--- config.mk ---
export PLATFORM = sky130hd
export DESIGN_NAME = string_literal_escape_decoder
export DESIGN_NICKNAME = d
export VERILOG_FILES = /design/src/hdl/sled_pkg.sv /design/src/hdl/sled_step.sv /design/src/hdl/string_literal_escape_decoder.sv
export VERILOG_INCLUDE_DIRS = /design/src /design/src/hdl
export SDC_FILE = /design/constraint.sdc
export NUM_CORES = 1
export LEC_CHECK = 0
export BUFFER_PORTS_ARGS = -buffer_cell sky130_fd_sc_hd__buf_2
export CORE_ASPECT_RATIO = 0.7
export CORE_MARGIN = 4
export CORE_UTILIZATION = 35
export DETAILED_ROUTE_END_ITERATION = 10
export HOLD_SLACK_MARGIN = 0.03
export PLACE_DENSITY = 0.55
export SYNTH_ARGS = -nofsm -noshare
export SYNTH_HDL_FRONTEND = slang
export SYNTH_SLANG_ARGS = --single-unit
export TNS_END_PERCENT = 1
--- constraint.sdc ---
create_clock -name clk_i -period 10.7 [get_ports clk_i]
set_input_delay 2.14 -clock clk_i [delete_from_list [all_inputs] [get_ports clk_i]]
set_output_delay 2.14 -clock clk_i [all_outputs]
set_load 0.05 [all_outputs]
--- src/hdl/string_literal_escape_decoder_defines.svh ---
// Assertion macros for the string literal escape decoder.
// Used by the top level; expects clk_i and rst_ni in scope.
`ifndef STRING_LITERAL_ESCAPE_DECODER_DEFINES_SVH
`define STRING_LITERAL_ESCAPE_DECODER_DEFINES_SVH

// Property that holds in every cycle outside reset.
`define SLED_ASSERT(name, prop, msg) \
  name: assert property (@(posedge clk_i) disable iff (!rst_ni) (prop)) else $error(msg);

// Implication checked in the cycle after the antecedent.
`define SLED_ASSERT_NEXT(name, ante, cons, msg) \
  name: assert property (@(posedge clk_i) disable iff (!rst_ni) (ante) |=> (cons)) \
    else $error(msg);

`endif

--- src/hdl/sled_pkg.sv ---
// Shared types and constants for the string literal escape decoder.
// No dependencies.
package sled_pkg;

  typedef enum logic [9:0] {
    MODE_IDLE      = 10'b00_0000_0001,
    MODE_STR       = 10'b00_0000_0010,
    MODE_ESC       = 10'b00_0000_0100,
    MODE_CODE      = 10'b00_0000_1000,
    MODE_GAP       = 10'b00_0001_0000,
    MODE_GAP_SLASH = 10'b00_0010_0000,
    MODE_LINE      = 10'b00_0100_0000,
    MODE_BLK       = 10'b00_1000_0000,
    MODE_BLK_STAR  = 10'b01_0000_0000,
    MODE_BLK_END   = 10'b10_0000_0000
  } mode_e;

  typedef enum logic [2:0] {
    ERR_NONE    = 3'd0,
    ERR_EOF     = 3'd1,
    ERR_NEWLINE = 3'd2,
    ERR_ESCAPE  = 3'd3,
    ERR_CODE    = 3'd4
  } err_e;

  typedef struct packed {
    mode_e      mode;
    logic       mask;
    logic [7:0] accum;
    logic       colon;
  } state_t;

  typedef struct packed {
    logic       has;
    logic [7:0] data;
    logic       last;
    logic [1:0] pb;
    err_e       err;
  } res_t;

  localparam state_t ST_RESET = '{mode: MODE_IDLE, mask: 1'b0, accum: 8'd0, colon: 1'b0};

  localparam logic [1:0] PB_ONE = 2'd1;
  localparam logic [1:0] PB_TWO = 2'd2;

  localparam logic [7:0] MASK_BIT  = 8'h80;
  localparam logic [7:0] CODE_MAX  = 8'd255;
  localparam logic [7:0] DIGIT_BASE = 8'd18;

  localparam logic [7:0] CH_EOF    = 8'h00;
  localparam logic [7:0] CH_NL     = 8'h0a;
  localparam logic [7:0] CH_SPACE  = 8'h20;
  localparam logic [7:0] CH_QUOTE  = 8'h22;
  localparam logic [7:0] CH_LPAREN = 8'h28;
  localparam logic [7:0] CH_RPAREN = 8'h29;
  localparam logic [7:0] CH_STAR   = 8'h2a;
  localparam logic [7:0] CH_DASH   = 8'h2d;
  localparam logic [7:0] CH_DOT    = 8'h2e;
  localparam logic [7:0] CH_SLASH  = 8'h2f;
  localparam logic [7:0] CH_0      = 8'h30;
  localparam logic [7:0] CH_9      = 8'h39;
  localparam logic [7:0] CH_COLON  = 8'h3a;
  localparam logic [7:0] CH_LT     = 8'h3c;
  localparam logic [7:0] CH_EQ     = 8'h3d;
  localparam logic [7:0] CH_GT     = 8'h3e;
  localparam logic [7:0] CH_LBRACK = 8'h5b;
  localparam logic [7:0] CH_BSLASH = 8'h5c;
  localparam logic [7:0] CH_RBRACK = 8'h5d;
  localparam logic [7:0] CH_B      = 8'h62;
  localparam logic [7:0] CH_N      = 8'h6e;
  localparam logic [7:0] CH_LBRACE = 8'h7b;
  localparam logic [7:0] CH_RBRACE = 8'h7d;

  localparam logic [7:0] V_NL     = 8'd10;
  localparam logic [7:0] V_LBRACK = 8'd16;
  localparam logic [7:0] V_RBRACK = 8'd17;
  localparam logic [7:0] V_DOT    = 8'd28;
  localparam logic [7:0] V_LT     = 8'd29;
  localparam logic [7:0] V_DASH   = 8'd30;
  localparam logic [7:0] V_GT     = 8'd31;
  localparam logic [7:0] V_LPAREN = 8'd128;
  localparam logic [7:0] V_EQ     = 8'd129;
  localparam logic [7:0] V_RPAREN = 8'd130;

endpackage

--- src/hdl/sled_step.sv ---
// One decode step: parser state plus one source byte give the next state
// and at most one result transaction. Depends on sled_pkg.
module sled_step import sled_pkg::*; (
  input  state_t     state_i,
  input  logic [7:0] data_i,
  output state_t     state_o,
  output res_t       res_o
);

  logic [7:0]  mask_v;
  logic        is_digit;
  logic [3:0]  digit_v;
  logic [7:0]  digit_sub;
  logic [11:0] code_sum;
  logic        code_ovf;
  state_t      gap_state;
  res_t        gap_res;
  res_t        res_none;

  assign mask_v    = state_i.mask ? MASK_BIT : 8'h00;
  assign is_digit  = (data_i >= CH_0) && (data_i <= CH_9);
  assign digit_sub = data_i - CH_0;
  assign digit_v   = digit_sub[3:0];
  // accum * 10 + digit as shifts and adds
  assign code_sum  = {1'b0, state_i.accum, 3'b000} + {3'b000, state_i.accum, 1'b0}
                   + {8'd0, digit_v};
  assign code_ovf  = code_sum > {4'd0, CODE_MAX};

  assign res_none = '{has: 1'b0, data: 8'd0, last: 1'b0, pb: 2'd0, err: ERR_NONE};

  // Byte between two literals; shared by plain gap and just after a comment.
  always_comb begin
    gap_state = state_i;
    gap_res   = res_none;
    if (data_i == CH_EOF) begin
      gap_state = ST_RESET;
      gap_res   = '{has: 1'b1, data: 8'd0, last: 1'b1, pb: PB_ONE, err: ERR_NONE};
    end else if (data_i <= CH_SPACE) begin
      gap_state.mode = MODE_GAP;
    end else if (data_i == CH_SLASH) begin
      gap_state.mode = MODE_GAP_SLASH;
    end else if (data_i == CH_QUOTE) begin
      gap_state.colon = 1'b0;
      gap_state.mode  = MODE_STR;
    end else if (data_i == CH_COLON && !state_i.colon) begin
      gap_state.colon = 1'b1;
      gap_state.mode  = MODE_GAP;
      gap_res         = '{has: 1'b1, data: 8'd0, last: 1'b0, pb: 2'd0, err: ERR_NONE};
    end else begin
      gap_state = ST_RESET;
      gap_res   = '{has: 1'b1, data: 8'd0, last: 1'b1, pb: PB_ONE, err: ERR_NONE};
    end
  end

  always_comb begin
    state_o = state_i;
    res_o   = res_none;
    unique case (state_i.mode) inside
      MODE_IDLE: begin
        if (data_i == CH_QUOTE) begin
          state_o.mask  = 1'b0;
          state_o.colon = 1'b0;
          state_o.mode  = MODE_STR;
        end
      end
      MODE_STR: begin
        if (data_i == CH_EOF) begin
          state_o = ST_RESET;
          res_o   = '{has: 1'b1, data: 8'd0, last: 1'b1, pb: 2'd0, err: ERR_EOF};
        end else if (data_i == CH_NL) begin
          state_o = ST_RESET;
          res_o   = '{has: 1'b1, data: 8'd0, last: 1'b1, pb: 2'd0, err: ERR_NEWLINE};
        end else if (data_i == CH_BSLASH) begin
          state_o.mode = MODE_ESC;
        end else if (data_i == CH_QUOTE) begin
          state_o.mask = 1'b0;
          state_o.mode = MODE_GAP;
        end else begin
          res_o = '{has: 1'b1, data: data_i | mask_v, last: 1'b0, pb: 2'd0, err: ERR_NONE};
        end
      end
      MODE_ESC: begin
        state_o.mode = MODE_STR;
        res_o.has    = 1'b1;
        if (data_i == CH_EOF) begin
          state_o = ST_RESET;
          res_o   = '{has: 1'b1, data: 8'd0, last: 1'b1, pb: 2'd0, err: ERR_EOF};
        end else if (is_digit) begin
          res_o.data = DIGIT_BASE + {4'd0, digit_v};
        end else begin
          unique case (data_i)
            CH_N:      res_o.data = V_NL;
            CH_QUOTE:  res_o.data = CH_QUOTE | mask_v;
            CH_BSLASH: res_o.data = CH_BSLASH | mask_v;
            CH_B: begin
              state_o.mask = ~state_i.mask;
              res_o.has    = 1'b0;
            end
            CH_LBRACK: res_o.data = V_LBRACK;
            CH_RBRACK: res_o.data = V_RBRACK;
            CH_DOT:    res_o.data = V_DOT | mask_v;
            CH_LT:     res_o.data = V_LT;
            CH_DASH:   res_o.data = V_DASH;
            CH_GT:     res_o.data = V_GT;
            CH_LPAREN: res_o.data = V_LPAREN;
            CH_EQ:     res_o.data = V_EQ;
            CH_RPAREN: res_o.data = V_RPAREN;
            CH_LBRACE: begin
              state_o.accum = 8'd0;
              state_o.mode  = MODE_CODE;
              res_o.has     = 1'b0;
            end
            default: begin
              state_o = ST_RESET;
              res_o   = '{has: 1'b1, data: 8'd0, last: 1'b1, pb: 2'd0, err: ERR_ESCAPE};
            end
          endcase
        end
      end
      MODE_CODE: begin
        if (data_i == CH_RBRACE) begin
          state_o.mode = MODE_STR;
          res_o = '{has: 1'b1, data: state_i.accum, last: 1'b0, pb: 2'd0, err: ERR_NONE};
        end else if (!is_digit || code_ovf) begin
          state_o = ST_RESET;
          res_o   = '{has: 1'b1, data: 8'd0, last: 1'b1, pb: 2'd0, err: ERR_CODE};
        end else begin
          state_o.accum = code_sum[7:0];
        end
      end
      MODE_GAP, MODE_BLK_END: begin
        state_o = gap_state;
        res_o   = gap_res;
      end
      MODE_GAP_SLASH: begin
        if (data_i == CH_SLASH) begin
          state_o.mode = MODE_LINE;
        end else if (data_i == CH_STAR) begin
          state_o.mode = MODE_BLK_STAR;
        end else begin
          state_o = ST_RESET;
          res_o   = '{has: 1'b1, data: 8'd0, last: 1'b1, pb: PB_TWO, err: ERR_NONE};
        end
      end
      MODE_LINE: begin
        if (data_i == CH_EOF) begin
          state_o = ST_RESET;
          res_o   = '{has: 1'b1, data: 8'd0, last: 1'b1, pb: PB_ONE, err: ERR_NONE};
        end else if (data_i == CH_NL) begin
          state_o.mode = MODE_GAP;
        end
      end
      MODE_BLK, MODE_BLK_STAR: begin
        if (data_i == CH_EOF) begin
          state_o = ST_RESET;
          res_o   = '{has: 1'b1, data: 8'd0, last: 1'b1, pb: PB_ONE, err: ERR_NONE};
        end else if (state_i.mode == MODE_BLK_STAR && data_i == CH_SLASH) begin
          state_o.mode = MODE_BLK_END;
        end else if (data_i == CH_STAR) begin
          state_o.mode = MODE_BLK_STAR;
        end else begin
          state_o.mode = MODE_BLK;
        end
      end
      default: begin
        state_o = ST_RESET;
      end
    endcase
  end

endmodule

--- src/hdl/string_literal_escape_decoder.sv ---
// String literal escape decoder, top level: input register, decode step,
// result register. Depends on sled_pkg, sled_step and the defines header.
//
// Feed source bytes from the opening double quote onward (bytes before it are
// dropped); a zero byte marks end of file. Each decoded literal byte comes out
// as one result transaction; the literal closes with a zero byte flagged
// out_last_o, with pushback_count_o telling how many consumed source bytes
// belong to the next token, or with a nonzero error_code_o. Throughput is one
// source byte per cycle while the input side does not stall; a byte that
// yields a result passes through the input register, then the result
// register, before it is presented on the outputs. The input side stalls only
// while the held byte yields a result and the result register still holds a
// stalled one.
`include "string_literal_escape_decoder_defines.svh"

module string_literal_escape_decoder import sled_pkg::*; (
  input  logic       clk_i,
  input  logic       rst_ni,
  input  logic       in_valid_i,
  output logic       in_stall_o,
  input  logic [7:0] in_byte_i,
  output logic       out_valid_o,
  input  logic       out_stall_i,
  output logic [7:0] out_byte_o,
  output logic       out_last_o,
  output logic [1:0] pushback_count_o,
  output logic [2:0] error_code_o
);

  logic       in_vld_q, in_vld_d;
  logic [7:0] in_data_q;
  state_t     state_q, state_d;
  res_t       res;
  logic       out_vld_q, out_vld_d;
  res_t       out_q;
  logic       out_free;
  logic       fire;
  logic       in_take;

  sled_step u_step (
    .state_i (state_q),
    .data_i  (in_data_q),
    .state_o (state_d),
    .res_o   (res)
  );

  assign out_free   = !out_vld_q || !out_stall_i;
  assign fire       = in_vld_q && (out_free || !res.has);
  assign in_stall_o = in_vld_q && !fire;
  assign in_take    = in_valid_i && !in_stall_o;

  always_comb begin
    in_vld_d = in_vld_q;
    if (in_take) begin
      in_vld_d = 1'b1;
    end else if (fire) begin
      in_vld_d = 1'b0;
    end
  end

  always_comb begin
    out_vld_d = out_vld_q;
    if (fire && res.has) begin
      out_vld_d = 1'b1;
    end else if (!out_stall_i) begin
      out_vld_d = 1'b0;
    end
  end

  always_ff @(posedge clk_i or negedge rst_ni) begin
    if (!rst_ni) begin
      in_vld_q  <= 1'b0;
      out_vld_q <= 1'b0;
      state_q   <= ST_RESET;
    end else begin
      in_vld_q  <= in_vld_d;
      out_vld_q <= out_vld_d;
      if (fire) begin
        state_q <= state_d;
      end
    end
  end

  always_ff @(posedge clk_i) begin
    if (in_take) begin
      in_data_q <= in_byte_i;
    end
    if (fire && res.has) begin
      out_q <= res;
    end
  end

  assign out_valid_o      = out_vld_q;
  assign out_byte_o       = out_q.data;
  assign out_last_o       = out_q.last;
  assign pushback_count_o = out_q.pb;
  assign error_code_o     = out_q.err;

  `SLED_ASSERT(a_err_shape,
    !out_valid_o || error_code_o == ERR_NONE ||
    (out_last_o && out_byte_o == 8'd0 && pushback_count_o == 2'd0),
    "error transaction not a bare terminator")
  `SLED_ASSERT(a_pb_last, !out_valid_o || pushback_count_o == 2'd0 || out_last_o,
    "pushback without last")
  `SLED_ASSERT_NEXT(a_last_resets, fire && res.has && res.last,
    state_q.mode == MODE_IDLE, "parser not idle after literal end")
  `SLED_ASSERT_NEXT(a_in_hold, in_vld_q && !fire, in_vld_q, "held source byte lost")
  `SLED_ASSERT_NEXT(a_out_hold, out_vld_q && out_stall_i, out_vld_q,
    "pending result dropped under stall")

endmodule
# After elaboration in Yosys (flattened, before gate mapping)

Cells that the tools add are included.

Order comparisons: 4
Bitwise logic cells: 3
Add/subtract/negate cells: 4
Eq/ne operators: 50
Multiplexer cells: 70
Reduce and logical (&&, ||, !) cells: 30

Operators with widths:

| kind                                                           | count |
|---|---|
| two-way mux 15 bit                                             | 14 |
| two-way mux 10 bit                                             | 14 |
| one-hot mux 8 bit (12 select lines)                            | 1 |
| one-hot mux 15 bit (6 select lines)                            | 1 |
| == test 8 x 6 -> 1 bit, second input constant                  | 11 |
| one-hot mux 11 bit (8 select lines)                            | 1 |
| two-way mux 20 bit                                             | 4 |
| == test 8 x 7 -> 1 bit, second input constant                  | 7 |
| one-hot mux 8 bit (7 select lines)                             | 1 |
| two-way mux 9 bit                                              | 5 |
| two-way mux 11 bit                                             | 4 |
| two-way mux 8 bit                                              | 4 |
| OR reduction 13 bit                                            | 2 |
| two-way mux 6 bit                                              | 4 |
| inequality test 3 bit, second input constant                   | 7 |
| less-or-equal comparator 8 x 6 -> 1 bit, second input constant | 2 |
| AND reduction 14 bit                                           | 1 |
| OR reduction 14 bit                                            | 1 |
| AND reduction 13 bit                                           | 1 |
| adder 11 x 9 -> 12 bit                                         | 1 |
| adder 12 x 4 -> 12 bit                                         | 1 |
| > comparator 12 x 8 -> 1 bit, second input constant            | 1 |
| two-way mux 1 bit                                              | 12 |
| AND reduction 12 bit                                           | 1 |
| other kinds (35)                                               | 60 |

Bits of input ports: 12
Register bits after elaboration: 44
Word-level logic and storage cells: 172
Output and inout bits: 16

# Longest topological paths before layout

Gate-level depths: netlist of run 1.

Depth after elaboration: 16
Gate-level depth with buffers: 15
Depth with buffers taken out: 12

# Modules after synthesis

From an unflattened synthesis of run 1, not the netlist that was laid out.

Cell total of the unflattened synthesis: 463
Area total of the unflattened synthesis: 4,067.7 µm²

Modules (own cells, without submodules):

| module                        | cells an instance | seq. area each (µm²) | instances | area each (µm²) |
|---|---|---|---|---|
| sled_step                     | 318               | 0.0                  | 1         | 2,142.1 |
| string_literal_escape_decoder | 145               | 1,212.4              | 1         | 1,925.6 |

# Worst setup path before layout of run 1

OpenSTA, ideal clock, no wires.

Path type: reg-to-output
Start: reg in_data_q[3]
End: out in_stall_o
Slack: 5.089 ns
Stages on the path, launching flop included: 14
Data arrival time: 3.471 ns
Path buffers: 2
Data required time: 8.560 ns
Cell sequence: edfxtp_1 > buf_2 > buf_2 > inv_1 > fa_1 > inv_1 > fa_1 > a21oi_1 > nor2_1 > or4_1 > a221o_1 > a211o_1 > nand2_1 > nor2_1

Cells in the longest elaborated chain, start to end: 12
Elaborated cells between the ends (all ways): 41
Classes of those cells: add/sub (2); order compare (4); eq/ne (8); mux (17); reduce/logical (10)

Ends and longest elaborated chain:

| element                                                           | RTL line                            | text |
|---|---|---|
| start: declaration                                                | string_literal_escape_decoder.sv:31 | `logic [7:0] in_data_q;` |
| start signal: assignment                                          | string_literal_escape_decoder.sv:86 | `in_data_q <= in_byte_i;` |
| subtractor 4 x 1 -> 4 bit (tied with other cells)                 | sled_step.sv:22                     | `assign digit_sub = data_i - CH_0;` |
| adder 12 x 4 -> 12 bit or logical AND 1 bit (tied branches)       | sled_step.sv:26, sled_step.sv:21    |  |
| > comparator 12 x 8 -> 1 bit or logical NOT 1 bit (tied branches) | sled_step.sv:27, sled_step.sv:124   |  |
| logical OR 1 bit                                                  | sled_step.sv:124                    | `end else if (!is_digit \|\| code_ovf) begin` |
| two-way mux 15 bit                                                | sled_step.sv:124                    |  |
| two-way mux 15 bit                                                | sled_step.sv:121                    | `if (data_i == CH_RBRACE) begin` |
| one-hot mux 15 bit (6 select lines) *                             | sled_step.sv:58                     | `unique case (state_i.mode) inside` |
| logical NOT 1 bit *                                               | string_literal_escape_decoder.sv:48 | `assign fire = in_vld_q && (out_free \|\| !res.has);` |
| logical OR 1 bit *                                                | string_literal_escape_decoder.sv:48 |  |
| logical AND 1 bit *                                               | string_literal_escape_decoder.sv:48 |  |
| logical NOT 1 bit *                                               | string_literal_escape_decoder.sv:49 | `assign in_stall_o = in_vld_q && !fire;` |
| logical AND 1 bit *                                               | string_literal_escape_decoder.sv:49 |  |
| end: declaration                                                  | string_literal_escape_decoder.sv:20 | `output logic in_stall_o,` |

Every way passes the cells marked *; elsewhere a longest branch is shown, timed or not.

# Worst setup path in the final report of run 1

Same ends and word-level chain as after synthesis.

==> results of run 1 <==
cells in the mapped netlist, types with 4 or more instances:
master      n  share of area
ha_1       17          0.062
edfxtp_1   22           0.19
dfrtp_1    21           0.15
nor4_1      4         0.0073
buf_2      12          0.018
inv_1       6         0.0066
nor3_1      8          0.012
nor2b_1     5         0.0091
nand2_1    22          0.024
nand3_1    11          0.016
and3_1      5         0.0091
nand2b_1    6          0.011
a32o_1      4          0.012
or4_1       5          0.011
a31oi_1     4         0.0073
o21ai_0    15          0.022
a221o_1     9          0.026
xor2_1      6          0.015
o2bb2ai_1   5          0.013
and2_1      7          0.013
nor2_1     29          0.032
mux2_4     10          0.044
a21oi_1    18          0.026
nor4b_1     5          0.013
o2111ai_1   4          0.010
nor3b_1     5          0.011
where the power goes:
group	switching [uW]	internal, uW	leakage, uW	total, uW
Combinational	124	67.1	0.000941	191
Sequential	24.0	203	0.000508	227
Clock	62.2	93.2	0.0000712	155
layout make-up:
cell class | count | area [um2]
Fill cell | 920 | 5520
Multi-Input combinational cell | 278 | 2080
Sequential cell | 44 | 1210
Tap cell | 124 | 155
Timing Repair Buffer | 29 | 150
Clock buffer | 8 | 146
Inverter | 6 | 22.5
metal layers:
| layer | GRT usage | vias to the layer above | wire length (um) |
|---|---|---|---|
| met4 | 0.0411 | 0 | 103 |
| met2 | 0.218 | 138 | 3800 |
| li1 | - | 1390 | - |
| met3 | 0.0443 | 11 | 891 |
| met1 | 0.280 | 1456 | 4970 |
| met5 | 0 | - | 0 |
sequential cells by signal (all words and copies together), names as in the netlist:
name,cells
in_data_q,8
in_vld_q,1
pushback_count_o,2
out_valid_o,1
error_code_o,3
out_byte_o,8
state_q,20
out_last_o,1
final timing paths:
| path | to | slack [ps] |
|---|---|---|
| setup / recovery | in_stall_o | 4350 |
| hold / removal | state_q[0] | 500 |
| setup reg to reg | in_data_q[7] | 5820 |
| hold reg to reg | state_q[0] | 500 |
| max in group asynchronous | state_q[1] | 8510 |
| min in group asynchronous | state_q[18] | 1820 |
worst max-delay path, stage by stage (launching register included):
cell	delay, ps
edfxtp_1	770
inv_1	190
fa_1	570
inv_1	70
fa_1	470
a21oi_1	170
nor2_1	70
or4_1	460
a221o_1	400
a211o_1	340
nand2_1	110
nor2_1	70
buf_2	220
metrics by stage:
step           std cells   util  area [um2]  hold WS, ps  setup WS (ps)
5_1_grt              489  0.406        3770          543           4100
3_3_place_gp         481  0.390        3620          488           4790
6_report             489  0.406        3770          505           4350
3_5_place_dp         481  0.390        3620          493           4690
4_1_cts              489  0.406        3770          507           4380
2_1_floorplan        348      -        3420          470           5090
cell families (layout without fill, tap and decap cells):
group | Yosys count | count (layout) | synth area share
adder cells (fa/ha/maj) | 19 | 19 | 0.0738
multiplexers | 14 | 14 | 0.0563
AO/OA/AOI/OAI | 86 | 86 | 0.181
flip-flops | 44 | 44 | 0.354
XOR/XNOR | 8 | 8 | 0.0205
AND/OR/NAND/NOR | 151 | 151 | 0.276
buffers and inverters | 26 | 43 | 0.0384
==> metrics.md, run 1 <==
| Metric | Value |
|---|---|
| GRT overflow | `0` |
| Worst-margin pin slew | `1020 ps` |
| Number of H-tree levels | `2` |
| Min-delay src | `state_q[0]` |
| Pleak | `0.00152 uW` |
| Synth warnings | `0` |
| Max Slew Vio Count | `0` |
| Final Skew | `9.51 ps` |
| Root buffer cell | `clkbuf_16` |
| Clk buf depth | `2` |
| WL per Instance | `20.0 um` |
| # resized after CTS | `0` |
| Critical path class | `flip-flop to primary output` |
| Relative slew margins | `0.318` |
| Final Hold Fails | `0` |
| Max_cap viols | `0` |
| CTS Sinks | `44` |
| Commonest cells after routing, fill and taps aside | `29 x nor2_1, 27 x buf_2, 22 x nand2_1, 22 x edfxtp_1, 21 x dfrtp_1` |
| Antenna-violating nets left | `0` |
| Via/cell ratio | `6.12` |
| Min cycle time layout | `6350 ps` |
| VDD IR max | `0.0000776 V` |
| Power Total | `573 uW` |
| Worst Path Max Fanout | `20` |
| Status | `complete, no violations` |
| Mapped cell area | `0.00342 mm2` |
| Total global-route track usage | `0.172` |
| Commonest non-fill, non-tap cell in the layout | `nor2_1` |
| Drt first pass iters | `5` |
| Layout area overhead | `10.0%` |
| Number of synthesized flops with an enable pin | `22` |
| Clk pin slew, worst setup/hold paths | `60 ps` |
| Die X | `126 um` |
| Nets | `395` |
| Peak Freq | `0.157 GHz` |
| Placeable Area | `0.00929 mm2` |
| PortBufs | `27` |
| Drt drc | `0` |
| Unrepaired setup endpoints after global routing | `no` |
| Synth cell types | `78` |
| Final HPWL DP | `7.27 mm` |
| Syn_nets | `379` |
| First-pass GRT wire length | `15.6 mm` |
| Initial antenna violation count | `0` |
| Final worst-path cycle share | `0.593` |
| Post-CTS Hold Buffers | `0` |
| Largest net degree at the start of global routing | `27` |
| Synth Register Bits | `44` |
| Die height | `90.8 um` |
| Asr flop ratio synth | `0.500` |
| Register area share after synthesis | `0.354` |
| Setup Fix Bufs, Post-CTS | `0` |
| Die ar. | `0.0115 mm2` |
| Worst Setup SP | `in_data_q[3]` |
| # diodes | `0` |
| PD cells | `152 mW/mm2` |
| Reg2reg start | `in_data_q[3]` |
| Drt first-iter violations | `359` |
| Starting density of the core | `0.369` |
| WP data required | `8560 ps` |
| Site Rows | `29` |
| WP data arrival | `4210 ps` |
| Vias in the first global route | `2723` |
| Num CTS Buffers | `5` |
| CTS tree | `yes` |
| IO Pins | `28` |
| Fraction of layout cells with a size suffix above 1 | `0.186` |
| Clock latency at the later pin of the worst-skew pair | `290 ps` |
| Vias | `2995` |
| Worst Hold Class | `flip-flop to flip-flop` |
| Cells after Synth | `348` |
| Critical path launch point type | `flip-flop` |
| Hold Crit Depth | `1` |
| Final wirelength | `9.77 mm` |
| Endpoints failing setup | `0` |
| RePlAce Congestion | `0.925` |
| Syn Area/Cell | `9.84 um2` |
| Setup TNS | `0 ps` |
| Predominant post-synthesis flop cell | `edfxtp_1` |
| Reg2Reg Depth | `12` |
| CP Capture Type | `primary output` |
Note: power is estimated with default switching activity, not from simulation.
==> run 2: changes to the inputs <==
==> constraint.sdc (replaced) <==
create_clock -name clk_i -period 6.5 [get_ports clk_i]
set_input_delay 1.3 -clock clk_i [delete_from_list [all_inputs] [get_ports clk_i]]
set_output_delay 1.3 -clock clk_i [all_outputs]
set_load 0.05 [all_outputs]
==> metrics.md, run 2 (synthesis results as in run 1) <==
| Metric | Value |
|---|---|
| Status | `complete, no violations (unchanged)` |
| Via/cell ratio | `5.99 (was 6.12)` |
| Fraction of layout cells with a size suffix above 1 | `0.189 (was 0.186)` |
| Setup TNS | `0 ps (unchanged)` |
| PD cells | `248 mW/mm2 (was 152 mW/mm2)` |
| Peak Freq | `0.189 GHz` |
| Placeable Area | `0.00929 mm2 (unchanged)` |
| PortBufs | `27 (unchanged)` |
| WP data arrival | `3990 ps (was 4210 ps)` |
| Site Rows | `29 (unchanged)` |
| RePlAce Congestion | `0.933 (was 0.925)` |
| Critical path launch point type | `flip-flop (unchanged)` |
| Min cycle time layout | `5290 ps` |
| Switch share | `0.369 (was 0.366)` |
| Vias | `2937 (was 2995)` |
| IO Pins | `28 (unchanged)` |
| Pleak | `0.00152 uW (about the same)` |
| Drt first pass iters | `5 (unchanged)` |
| First-pass GRT wire length | `15.9 mm (was 15.6 mm)` |
| CP top delay family | `adder cells (unchanged)` |
| Endpoints failing setup | `0 (unchanged)` |
| Fill count | `945 (was 920)` |
| Worst Setup SP | `in_data_q[2] (was in_data_q[3])` |
| Num CTS Buffers | `5 (unchanged)` |
| Worst Path Max Fanout | `22 (was 20)` |
| Max Slew Vio Count | `0 (unchanged)` |
| Drt first-iter violations | `343 (was 359)` |
| WL per Instance | `19.7 um (was 20.0 um)` |
| Cell internal pwr | `588 uW (was 364 uW)` |
| Reg2reg start | `in_data_q[2] (was in_data_q[3])` |
| Final Skew | `7.02 ps (was 9.51 ps)` |
| Largest net degree at the start of global routing | `27 (unchanged)` |
| Cell area after layout | `0.00377 mm2 (about the same)` |
| Worst Hold Class | `flip-flop to flip-flop (unchanged)` |
| Critical path class | `flip-flop to primary output (unchanged)` |
| Total global-route track usage | `0.174 (was 0.172)` |
| Power Total | `932 uW (was 573 uW)` |
| Drt drc | `0 (unchanged)` |
| CP Capture Type | `primary output (unchanged)` |
| Commonest cells after routing, fill and taps aside | `29 x nor2_1, 27 x buf_2, 22 x nand2_1, 22 x edfxtp_1, 21 x dfrtp_1 (unchanged)` |
| CTS tree | `yes (unchanged)` |
| Layout area overhead | `9.97% (was 10.0%)` |
| Commonest non-fill, non-tap cell in the layout | `nor2_1 (unchanged)` |
| Cell Area, Placed | `0.00363 mm2 (was 0.00362 mm2)` |
| Unrepaired setup endpoints after global routing | `no (unchanged)` |
| # diodes | `0 (unchanged)` |
| Worst-margin pin slew | `1010 ps (was 1020 ps)` |
| Clock power frac | `0.264 (was 0.271)` |
| Nets | `396 (was 395)` |
| Setup Fix Bufs, Post-CTS | `0 (unchanged)` |
| Biggest register | `state_q (unchanged)` |
| CTS Sinks | `44 (unchanged)` |
| Final Hold Fails | `0 (unchanged)` |
| Min-delay src | `state_q[0] (unchanged)` |
| P_sw | `344 uW (was 210 uW)` |
| Sequential Power Share | `0.399 (was 0.397)` |
| Crit-path cells | `ha_1 -> ha_1 -> fa_1 -> a21oi_1 -> nor2_1 -> or4_1 -> a221o_1 -> a211o_1 -> nand2_1 -> nor2_1 -> buf_2 (was inv_1 -> fa_1 -> inv_1 -> fa_1 -> a21oi_1 -> nor2_1 -> or4_1 -> a221o_1 -> a211o_1 -> nand2_1 -> nor2_1 -> buf_2)` |
| VDD IR max | `0.000159 V (was 0.0000776 V)` |
| Max reg flops | `20 (unchanged)` |
| Slowest stage cell, crit path | `edfxtp_1 (unchanged)` |
| Final wirelength | `9.67 mm (was 9.77 mm)` |
| Vias in the first global route | `2803 (was 2723)` |
| # resized after CTS | `0 (unchanged)` |
| WP data required | `5200 ps (was 8560 ps)` |
| Initial antenna violation count | `0 (unchanged)` |
| Clock latency at the later pin of the worst-skew pair | `290 ps (about the same)` |
| Final worst-path cycle share | `0.813` |
| Starting density of the core | `0.369 (unchanged)` |
| Buffers and inverters on the worst path | `1 (was 3)` |
| Final HPWL DP | `7.19 mm (was 7.27 mm)` |
| Post-CTS Hold Buffers | `0 (unchanged)` |
| Die ar. | `0.0115 mm2 (unchanged)` |
| Comb power frac | `0.338 (was 0.332)` |
| Max_cap viols | `0 (unchanged)` |
| Root buffer cell | `clkbuf_16 (unchanged)` |
| Relative slew margins | `0.328 (was 0.318)` |
| GRT overflow | `0 (unchanged)` |
| Die X | `126 um (unchanged)` |
| Antenna-violating nets left | `0 (unchanged)` |
| CP peak stage delay | `840 ps (was 770 ps)` |
| Clk buf depth | `2 (unchanged)` |
| Number of H-tree levels | `2 (unchanged)` |
| Die height | `90.8 um (unchanged)` |
| Clk pin slew, worst setup/hold paths | `60 ps (about the same)` |
-- run 2: changes by cell type in the layout (fill, tap and decap cells not counted), sizes merged --
| cell | before | now |
|---|---|---|
| buf | 29 | 30 |
| clkbuf | 8 | 7 |
| clkinv | 0 | 1 |
-- run 2: metrics by stage --
step                      hold WS [ps]  cells  utilization  worst slack, ps
after floorplan                    470    348            -             1730
after global placement             495    482        0.391             1650
after detailed placement           502    482        0.391             1580
after CTS                          510    490        0.405             1270
after global routing               541    490        0.405             1040
final                              508    490        0.405             1210
-- run 2: worst register-to-register path: cells and delay by family (launching register included) --
family | cells | cell delay, ps
adders and majority gates | 3 | 1010
AOI/OAI and AO/OA | 3 | 900
and+or+nand+nor | 5 | 1490
DFF | 1 | 840
-- run 2: power groups by stage --
stage          sequential [uW]  clock, uW  combinational (uW)
5_1_grt                    377        267                 337
3_5_place_dp               376          0                 311
2_1_floorplan              421          0                 190
4_1_cts                    371        253                 314
6_report                   372        246                 315
3_3_place_gp               375          0                 312
-- run 2: final timing paths --
check / to / slack, ps / cells after the start
setup / recovery: in_stall_o / 1210 / 11
hold / removal: state_q[0] / 510 / 1
setup reg to reg: in_data_q[0] / 1850 / 11
hold reg to reg: state_q[0] / 510 / 1
max in group asynchronous: state_q[10] / 5160 / 1
min in group asynchronous: state_q[0] / 970 / 1
-- run 2: per-layer routing --
metal / track usage / part of all wire / vias up
li1: - / - / 1379
met1: 0.278 / 0.52 / 1425
met2: 0.236 / 0.39 / 127
met3: 0.0319 / 0.077 / 6
met4: 0.0438 / 0.011 / 0
met5: 0 / 0 / -
-- run 2: area by class of cell --
type | count | area (um2) | share of cell area
flip-flops and latches | 44 | 1210 | 0.322
well taps | 124 | 155 | 0.0412
clock buffers | 7 | 133 | 0.0352
clock inverters | 1 | 5.00 | 0.00133
inverters | 6 | 22.5 | 0.00598
repair buffers | 30 | 158 | 0.0419
multi-input cells | 278 | 2080 | 0.552
==> run 3: changes to the inputs <==
--- a/config.mk
+++ b/config.mk
@@ -6,13 +6,14 @@
 export SDC_FILE = /design/constraint.sdc
 export NUM_CORES = 1
 export LEC_CHECK = 0
+export ABC_AREA = 1
 export BUFFER_PORTS_ARGS = -buffer_cell sky130_fd_sc_hd__buf_2
 export CORE_ASPECT_RATIO = 0.7
 export CORE_MARGIN = 4
 export CORE_UTILIZATION = 35
 export DETAILED_ROUTE_END_ITERATION = 10
 export HOLD_SLACK_MARGIN = 0.03
-export PLACE_DENSITY = 0.55
+export PLACE_DENSITY = 0.57
 export SYNTH_ARGS = -nofsm -noshare
 export SYNTH_HDL_FRONTEND = slang
 export SYNTH_SLANG_ARGS = --single-unit
==> constraint.sdc (replaced) <==
create_clock -name clk_i -period 4.8 [get_ports clk_i]
set_input_delay 0.96 -clock clk_i [delete_from_list [all_inputs] [get_ports clk_i]]
set_output_delay 0.96 -clock clk_i [all_outputs]
set_load 0.05 [all_outputs]
==> metrics.md, run 3 <==
| Metric | Value |
|---|---|
| Final Skew | `4.30 ps (was 7.02 ps)` |
| Clock power frac | `0.273 (was 0.264)` |
| Drt drc | `0 (unchanged)` |
| Worst-margin pin slew | `784 ps (was 1010 ps)` |
| Share of the synthesized area in the top cell type | `0.180 (was 0.193)` |
| Critical path class | `flip-flop to primary output (unchanged)` |
| WP data arrival | `3360 ps (was 3990 ps)` |
| Buffers and inverters on the worst path | `4 (was 1)` |
| Cell internal pwr | `830 uW (was 588 uW)` |
| Setup TNS | `0 ps (unchanged)` |
| Nets | `603 (was 396)` |
| Num CTS Buffers | `5 (unchanged)` |
| Slowest stage cell, crit path | `fa_1 (was edfxtp_1)` |
| Fraction of layout cells with a size suffix above 1 | `0.117 (was 0.189)` |
| Final worst-path cycle share | `0.900` |
| GRT overflow | `0 (unchanged)` |
| Max Slew Vio Count | `0 (unchanged)` |
| CP peak stage delay | `550 ps (was 840 ps)` |
| Syn_nets | `570 (was 379)` |
| Vias | `3674 (was 2937)` |
| Die X | `131 um (was 126 um)` |
| CTS tree | `yes (unchanged)` |
| Status | `complete, no violations (unchanged)` |
| Biggest register | `state_q (unchanged)` |
| Sequential Power Share | `0.342 (was 0.399)` |
| Asr flop ratio synth | `0.500 (unchanged)` |
| Number of synthesized flops with an enable pin | `22 (unchanged)` |
| Post-CTS Hold Buffers | `0 (unchanged)` |
| Crit-path cells | `inv_1 -> fa_1 -> inv_1 -> fa_1 -> nand2_1 -> nand2_1 -> nand3_1 -> nand2_1 -> nand2_1 -> nand2_1 -> nor2_1 -> nand2_1 -> nand2_2 -> nand2_2 -> nand3_1 -> inv_1 -> buf_2 (was ha_1 -> ha_1 -> fa_1 -> a21oi_1 -> nor2_1 -> or4_1 -> a221o_1 -> a211o_1 -> nand2_1 -> nor2_1 -> buf_2)` |
| Commonest non-fill, non-tap cell in the layout | `nand2_1 (was nor2_1)` |
| WHS Endpoint | `state_q[10] (was state_q[0])` |
| Peak Freq | `0.232 GHz` |
| Fin Hold WS | `477 ps (was 508 ps)` |
| Clk pin slew, worst setup/hold paths | `60 ps (about the same)` |
| Terminus of the critical flop-to-flop path | `state_q[17] (was in_data_q[0])` |
| Synth Register Bits | `44 (unchanged)` |
| Flop-to-flop setup slack | `1020 ps (was 1850 ps)` |
| Yosys top cell by area | `edfxtp_1 (unchanged)` |
| Synth top area cells | `edfxtp_1 18%, nand2_1 17%, dfrtp_1 14% (was edfxtp_1 19%, dfrtp_1 15%, ha_1 6.2%)` |
| Pleak | `0.00213 uW (was 0.00152 uW)` |
| Mapped cell area | `0.00368 mm2 (was 0.00342 mm2)` |
| Max_cap viols | `0 (unchanged)` |
| Drt first pass iters | `5 (unchanged)` |
| Drt first-iter violations | `319 (was 343)` |
| Cells after Synth | `539 (was 348)` |
| Crit path top cell by count | `nand2_1` |
| Setup Fix Bufs, Post-CTS | `0 (unchanged)` |
| Via/cell ratio | `5.21 (was 5.99)` |
| Final HPWL DP | `8.96 mm (was 7.19 mm)` |
| # diodes | `0 (unchanged)` |
| P_sw | `581 uW (was 344 uW)` |
| Predominant post-synthesis flop cell | `edfxtp_1 (unchanged)` |
| Switch share | `0.412 (was 0.369)` |
| Hold Crit Depth | `2 (was 1)` |
| Final Hold Fails | `0 (unchanged)` |
| Layout area overhead | `12.2% (was 9.97%)` |
| Worst Path Max Fanout | `7 (was 22)` |
| WL per Instance | `15.5 um (was 19.7 um)` |
| Commonest cells after routing, fill and taps aside | `168 x nand2_1, 80 x nor2_1, 61 x inv_1 (was 29 x nor2_1, 27 x buf_2, 22 x nand2_1, 22 x edfxtp_1, 21 x dfrtp_1)` |
| Post-synth top cells | `168 x nand2_1, 80 x nor2_1, 61 x inv_1 (was 29 x nor2_1, 22 x edfxtp_1, 22 x nand2_1)` |
| Die ar. | `0.0122 mm2 (was 0.0115 mm2)` |
| Register area share after synthesis | `0.330 (was 0.354)` |
| Final wirelength | `10.9 mm (was 9.67 mm)` |
| Starting density of the core | `0.356 (was 0.369)` |
| Clk buf depth | `2 (unchanged)` |
| Synth cell types | `40 (was 78)` |
| Die height | `93.8 um (was 90.8 um)` |
| Mux contribution to synthesized area | `0 (was 0.0563)` |
| WP data required | `3840 ps (was 5200 ps)` |
| Largest family of logic cells by synthesized area | `simple AND/OR/NAND/NOR gates (unchanged)` |
| Largest net degree at the start of global routing | `23 (was 27)` |
| VDD IR max | `0.000160 V (was 0.000159 V)` |
| Unrepaired setup endpoints after global routing | `no (unchanged)` |
| Reg2reg start | `in_data_q[3] (was in_data_q[2])` |
| Root buffer cell | `clkbuf_16 (unchanged)` |
| Worst Hold Class | `flip-flop to flip-flop (unchanged)` |
| CP top delay family | `simple AND/OR/NAND/NOR gates (was adder cells)` |
| # resized after CTS | `0 (unchanged)` |
| Relative slew margins | `0.475 (was 0.328)` |
| Initial antenna violation count | `0 (unchanged)` |
| First-pass GRT wire length | `17.7 mm (was 15.9 mm)` |
| Synth warnings | `0 (unchanged)` |
| CTS Sinks | `44 (unchanged)` |
| Power Total | `1410 uW (was 932 uW)` |
| Antenna-violating nets left | `0 (unchanged)` |
| Post-Synth XOR/XNOR Area | `0.00953 (was 0.0205)` |
| PortBufs | `27 (unchanged)` |
| Min cycle time layout | `4320 ps` |
| Synth Area in Adders | `0.0687 (was 0.0738)` |
| Max reg flops | `20 (unchanged)` |
| Placeable Area | `0.0103 mm2 (was 0.00929 mm2)` |
| CP Capture Type | `primary output (unchanged)` |
| Simple-gate portion of the synthesized area | `0.444 (was 0.276)` |
| Clock latency at the later pin of the worst-skew pair | `290 ps (about the same)` |
| Comb power frac | `0.385 (was 0.338)` |
| Number of H-tree levels | `2 (unchanged)` |
| Total global-route track usage | `0.188 (was 0.174)` |
| PD cells | `342 mW/mm2 (was 248 mW/mm2)` |
| Site Rows | `31 (was 29)` |
| Endpoints failing setup | `0 (unchanged)` |
| Syn Area/Cell | `6.82 um2 (was 9.84 um2)` |
| Min-delay src | `state_q[10] (was state_q[0])` |
| IO Pins | `28 (unchanged)` |
| Vias in the first global route | `3254 (was 2803)` |
| RePlAce Congestion | `0.939 (was 0.933)` |
| Reg2Reg Depth | `16 (was 11)` |
| Synth Area in Compound Gates | `0.0728 (was 0.181)` |
| Critical path launch point type | `flip-flop (unchanged)` |
| Top-count cell post-synth | `nand2_1 (was nor2_1)` |
[run 3: cell count changes after synthesis, moves of 7 or more]
cell	delta
a21oi_1	-9
a221o_1	-9
buf_2	-11
inv_1	+55
mux2_4	-10
nand2_1	+146
nand2_2	+7
nand3_1	+47
nand4_1	+10
nor2_1	+51
[run 3: worst max-delay path by stage]
stage	start	to	slack (ps)	cells after the start
finish	in_data_q[3]	in_stall_o	480	17
global route	in_data_q[3]	in_stall_o	160	17
CTS	in_data_q[3]	in_stall_o	500	17
detailed placement	in_data_q[3]	in_stall_o	830	17
global placement	in_data_q[3]	in_stall_o	930	17
floorplan	in_data_q[3]	in_stall_o	1160	15
[run 3: power groups by stage]
stage	clock [uW]	combinational, uW	sequential [uW]
final	385	543	483
after floorplan	0	314	570
after detailed placement	0	537	489
after CTS	396	539	483
after global routing	414	605	490
after global placement	0	541	489
[run 3: final cells by class]
type,count,area (um2)
fill,1107,6190
inverter,64,240
timing repair buffer,30,158
clock inverter,3,37.5
multi-input combinational,427,2190
clock buffer,5,125
tap,132,165
sequential,44,1210
[run 3: kinds of logic (layout without fill, tap and decap cells)]
logic type / count (synthesis) / in the layout
AND/OR/NAND/NOR: 365 / 365
buffers and inverters: 68 / 102
flip-flops: 44 / 44
AO/OA/AOI/OAI: 39 / 39
adder cells (fa/ha/maj): 19 / 19
XOR/XNOR: 4 / 4
[run 3: worst register-to-register path: cells and delay by family (launching register included)]
kind                       cells  cell delay [ps]
adders and majority gates      2             1000
and+or+nand+nor               11             1760
buffers and inverters          2              250
DFF                            1              490
xor gates and xnor gates       1              180
[run 3: metal layers]
metal | vias to the layer above | track usage | wire [um]
met2 | 152 | 0.230 | 3960
met4 | 0 | 0.0445 | 159
met1 | 1673 | 0.311 | 5750
met5 | - | 0 | 0
met3 | 16 | 0.0511 | 1060
li1 | 1833 | - | -
[run 3: per-stage QoR]
| stage | worst slack [ps] | std cells | util | cell area [um2] |
|---|---|---|---|---|
| floorplan | 1160 | 539 | - | 3680 |
| global placement | 930 | 697 | 0.384 | 3970 |
| detailed placement | 825 | 697 | 0.384 | 3970 |
| CTS | 495 | 705 | 0.400 | 4130 |
| global route | 160 | 705 | 0.400 | 4130 |
| finish | 482 | 705 | 0.400 | 4130 |
